[config.mk]
export PLATFORM = sky130hd
export DESIGN_NAME = nts_ctrl
export DESIGN_NICKNAME = d
export VERILOG_FILES = /design/src/nts_pkg.sv /design/src/nts_ctrl.sv
export SDC_FILE = /design/constraint.sdc
export NUM_CORES = 1
export LEC_CHECK = 0
export ABC_AREA = 1
export BUFFER_PORTS_ARGS = -buffer_cell sky130_fd_sc_hd__buf_2
export CORE_AREA = 2 2 39 41
export CTS_CLUSTER_DIAMETER = 100
export DETAILED_ROUTE_END_ITERATION = 16
export DIE_AREA = 0 0 41 43
export GPL_TIMING_DRIVEN = 0
export PLACE_DENSITY = 0.41
export SLEW_MARGIN = 5
export SYNTH_ARGS = -nofsm -noshare
export SYNTH_HDL_FRONTEND = slang
export SYNTH_SLANG_ARGS = --single-unit
[constraint.sdc]
create_clock -name clk -period 1.25 [get_ports clk]
set_input_delay 0.1875 -clock clk [delete_from_list [all_inputs] [get_ports clk]]
set_output_delay 0.1875 -clock clk [all_outputs]
set_load 0.05 [all_outputs]
[src/nts_pkg.sv]
package nts_pkg;

  localparam int ODOM_DEPTH = 128;
  localparam int SCAN_DEPTH = 128;
  localparam int OAW        = $clog2(ODOM_DEPTH);
  localparam int SAW        = $clog2(SCAN_DEPTH);
  localparam int OCW        = $clog2(ODOM_DEPTH + 1);
  localparam int SCW        = $clog2(SCAN_DEPTH + 1);

  localparam int STAMP_W = 63;
  localparam int POS_W   = 32;
  localparam int WIN_W   = 30;
  localparam int ENTRY_W = STAMP_W + 2 * POS_W;
  localparam int TDATA_W = 128;

  localparam logic [WIN_W-1:0] WIN_RESET = 30'd50000000;

  localparam logic CMD_ODOM = 1'b0;
  localparam logic CMD_SCAN = 1'b1;

  typedef enum logic [2:0] {
    ST_IDLE,
    ST_DEQ,
    ST_SEARCH,
    ST_EMIT,
    ST_REMOVE
  } state_t;

  typedef struct packed {
    logic odom_push;
    logic scan_push;
    logic scan_pop;
    logic search_start;
    logic search_run;
    logic emit;
    logic remove_start;
    logic remove_run;
  } ctl_cmd_t;

  typedef struct packed {
    logic odom_empty;
    logic search_done;
    logic remove_done;
    logic hit;
    logic out_free;
  } ctl_stat_t;

endpackage

[src/nts_ctrl.sv]
module nts_ctrl
  import nts_pkg::*;
(
  input  logic      clk,
  input  logic      rst_n,
  input  logic      in_tvalid,
  input  logic      in_kind,
  output logic      in_tready,
  input  ctl_stat_t stat,
  output ctl_cmd_t  cmd
);

  state_t state_r, state_nxt;

  always_ff @(posedge clk) begin
    if (!rst_n) begin
      state_r <= ST_IDLE;
    end else begin
      state_r <= state_nxt;
    end
  end

  always_comb begin
    state_nxt = state_r;
    cmd       = '0;
    in_tready = 1'b0;
    unique case (state_r)
      ST_IDLE: begin
        in_tready = 1'b1;
        if (in_tvalid) begin
          if (in_kind == CMD_ODOM) begin
            cmd.odom_push = 1'b1;
          end else begin
            cmd.scan_push = 1'b1;
            if (!stat.odom_empty) begin
              state_nxt = ST_DEQ;
            end
          end
        end
      end
      ST_DEQ: begin
        cmd.scan_pop     = 1'b1;
        cmd.search_start = 1'b1;
        state_nxt        = ST_SEARCH;
      end
      ST_SEARCH: begin
        cmd.search_run = 1'b1;
        if (stat.search_done) begin
          state_nxt = ST_EMIT;
        end
      end
      ST_EMIT: begin
        if (stat.out_free) begin
          cmd.emit = 1'b1;
          if (stat.hit) begin
            cmd.remove_start = 1'b1;
            state_nxt        = ST_REMOVE;
          end else begin
            state_nxt = ST_IDLE;
          end
        end
      end
      ST_REMOVE: begin
        cmd.remove_run = 1'b1;
        if (stat.remove_done) begin
          state_nxt = ST_IDLE;
        end
      end
      default: state_nxt = ST_IDLE;
    endcase
  end

endmodule

==> impl_metrics.toml <==
[critical_path]
crit_path_end_kind = "output pin"
path_delay_family = "flip-flops"
start_kind = "flop"
worst_ep_required_time_ns = 1.06
path_cells = "nor2_4, nand2_4, clkinvlp_4, nand2_2, nor2_4, buf_8"
max_stage_delay_ns = 0.36
crit_path_top_delay_cell = "dfxtp_4"
cp_max_fo = 4
arrival_ns = 1.16
path_buf_inv = 2
critPathKind = "flop to output pin"
cp_common_cell = "nor2_4"

[yosys]
postSynthCellCount = 44
synthDistinctLibCells = 13
syn-num-nets = 53
synth_warnings = 0
ys_seq_area_share_pct = 23.8
synth_area_sq_um = 253
ys_seq_elements = 3
avgSynthCellArea_sq_um = 5.74

[pwr]
power_density_mw_per_mm2 = 2370
total_power_mw = 1.36
ir_drop_mv = 0.875
power_leakage_nw = 0.288

[die]
die_h_microns = 43
rows = 14
start_util_pct = 18.3
die_area_sq_mm = 0.00176
ios = 18
coreArea_sq_mm = 0.00138
die_w_microns = 41

[detailed_routing]
dr.pass1.iters = 1
route.detailed.wl_per_inst_microns = 8.06
drtAntennaViolNets = 0
m1WireLength_microns = 252
wl_microns = 685
vias = 339
drt-initial-drc-count = 0
routed_via_density = 3.99
highest_layer = "met3"
dr_wl_met3_microns = 55
route.detailed.drc = 0
dr_wl_met2_microns = 377

[timing]
worst_pin_slew_ns = 0.247
fmax_mhz = 743
fin_crit_ns = 1.35
rsz0062_at_grt = "yes"
period_share_pct = 108
setup_ws_ns = -0.0963
setup_viol = 6
final-hold-violation-count = 0
relSlewSlack_pct = 83.7
fin_worst_skew_ns = 0.00192
drv_slew = 0
setup_tns_ns = -0.374

[grt]
grt_pass1_vias = 285
antenna_found_initial = 0
overflow = 0
grt_use_total_pct = 9.03
grt_max_degree = 7
grt_pass1_wl_microns = 1040

[clock_network]
cts-buffers-inserted = 3
tritoncts = "yes"
cts.path.max_buffers = 2
cts.reportedPaths.clkPinSlew_ns = 0.04
holdBufCountCts = 0
htreeDepth = 1
clk_latency_ns = 0.23
cts_sinks = 3
cts-root-buf = "clkbuf_4"

[layout]
largest_register_ffs = 3
diodes = 0
fillers = 144
finalNetCount = 79
fin_area_sq_um = 573
largest-register = "state_r"
reg.largest.list = "state_r (3)"
syn2layout_area_growth_pct = 127
drive_gt1_share_pct = 71.0

[placed_design]
post-place-ws_ns = -0.0768
dpl.hpwl_microns = 483
placed_area_sq_um = 395
gp_congestion = 0.639
numPortBuffers = 17

[job]
maxCapViolations = 0

[min_path]
min_path_type = "input port to flop"

[status]
failed_checks = "setup timing"
outcome = "finished with violations"
## metal layers
layer / track usage (%) / up-vias
met5: 0 / -
met4: 8.00 / 0
met3: 3.14 / 0
met2: 14.1 / 16
met1: 8.65 / 141
li1: - / 182
## worst paths after layout
check                                              from                 endpoint  slack (ns)  cells past startpoint
worst min register to register  state_r[1]$_SDFFE_PN0P_  state_r[1]$_SDFFE_PN0P_        0.58                      2
worst max register to register  state_r[2]$_SDFFE_PN0P_  state_r[1]$_SDFFE_PN0P_        0.10                      7
worst min-delay path                              rst_n  state_r[1]$_SDFFE_PN0P_        0.19                      3
worst max-delay path            state_r[2]$_SDFFE_PN0P_                   cmd[7]        -0.1                      6
## where the power goes
group / switching, mW / internal (mW)
clock: 0.0494 / 0.120
sequential: 0.0764 / 0.140
combinational: 0.588 / 0.386
## layout by cell type (no fill, tap or decap)
| master | netlist | routed |
|---|---|---|
| a21oi_1 | 3 | 3 |
| buf_2 | 0 | 9 |
| buf_4 | 1 | 4 |
| buf_6 | 0 | 5 |
| buf_8 | 0 | 4 |
| clkbuf_1 | 0 | 1 |
| clkbuf_4 | 0 | 3 |
| clkinv_1 | 1 | 1 |
| clkinvlp_4 | 0 | 2 |
| dfxtp_4 | 0 | 3 |
| inv_1 | 9 | 5 |
| inv_2 | 1 | 2 |
| inv_4 | 0 | 1 |
| nand2_1 | 9 | 5 |
| nand2_2 | 0 | 2 |
| nand2_4 | 0 | 2 |
| nand3_1 | 4 | 2 |
| nand3_2 | 1 | 2 |
| nand3_4 | 0 | 1 |
| nor2_1 | 5 | 3 |
| nor2_2 | 4 | 4 |
| nor2_4 | 1 | 3 |
| nor3_2 | 0 | 1 |
| nor3_4 | 0 | 1 |
## logic make-up after synthesis
family | after synthesis | share of synthesized area (%)
DFF | 3 | 23.8
and+or+nand+nor | 26 | 51.0
AOI/OAI and AO/OA | 3 | 5.94
buffers and inverters | 12 | 19.3
## tightest hold or removal path: stages
cell,delay [ns]
buf_2,0.10
nand2_1,0.05
nor2_1,0.03
## Yosys cell counts
library cell,instances,area [sq um]
nor2_2,4,25.0
dfxtp_1,3,60.1
nor3_1,2,10.0
nand3_2,1,10.0
nand2_1,9,33.8
nand3_1,4,20.0
buf_4,1,7.51
nor2_1,5,18.8
a21oi_1,3,15.0
inv_1,9,33.8
inv_2,1,3.75
clkinv_1,1,3.75
nor2_4,1,11.3
## what timing repair did
action	in CTS	in global routing
buffers inserted	3	1
endpoints found under the setup margin	9	9
hold endpoints to repair	0	0
pin swaps	3	2
resized for setup	26	12
## final cells by class
class,instances,area (sq um),share of cell area (%)
timing repair buffer,21,176,30.8
tap,16,20.0,3.49
clock buffer,4,26.3,4.59
buffer,1,15.0,2.62
sequential,3,71.3,12.4
inverter,11,51.3,8.95
multi-input combinational,29,213,37.1
## stage by stage
stage	hold WS, ns	cells	utilization (%)
6_report	0.186	85	41.4
5_1_grt	0.209	85	41.4
4_1_cts	0.177	84	37.5
3_3_place_gp	0.420	77	28.6
2_1_floorplan	0.301	44	-
3_5_place_dp	0.426	77	28.6
Power figures use the tool's default switching activity.
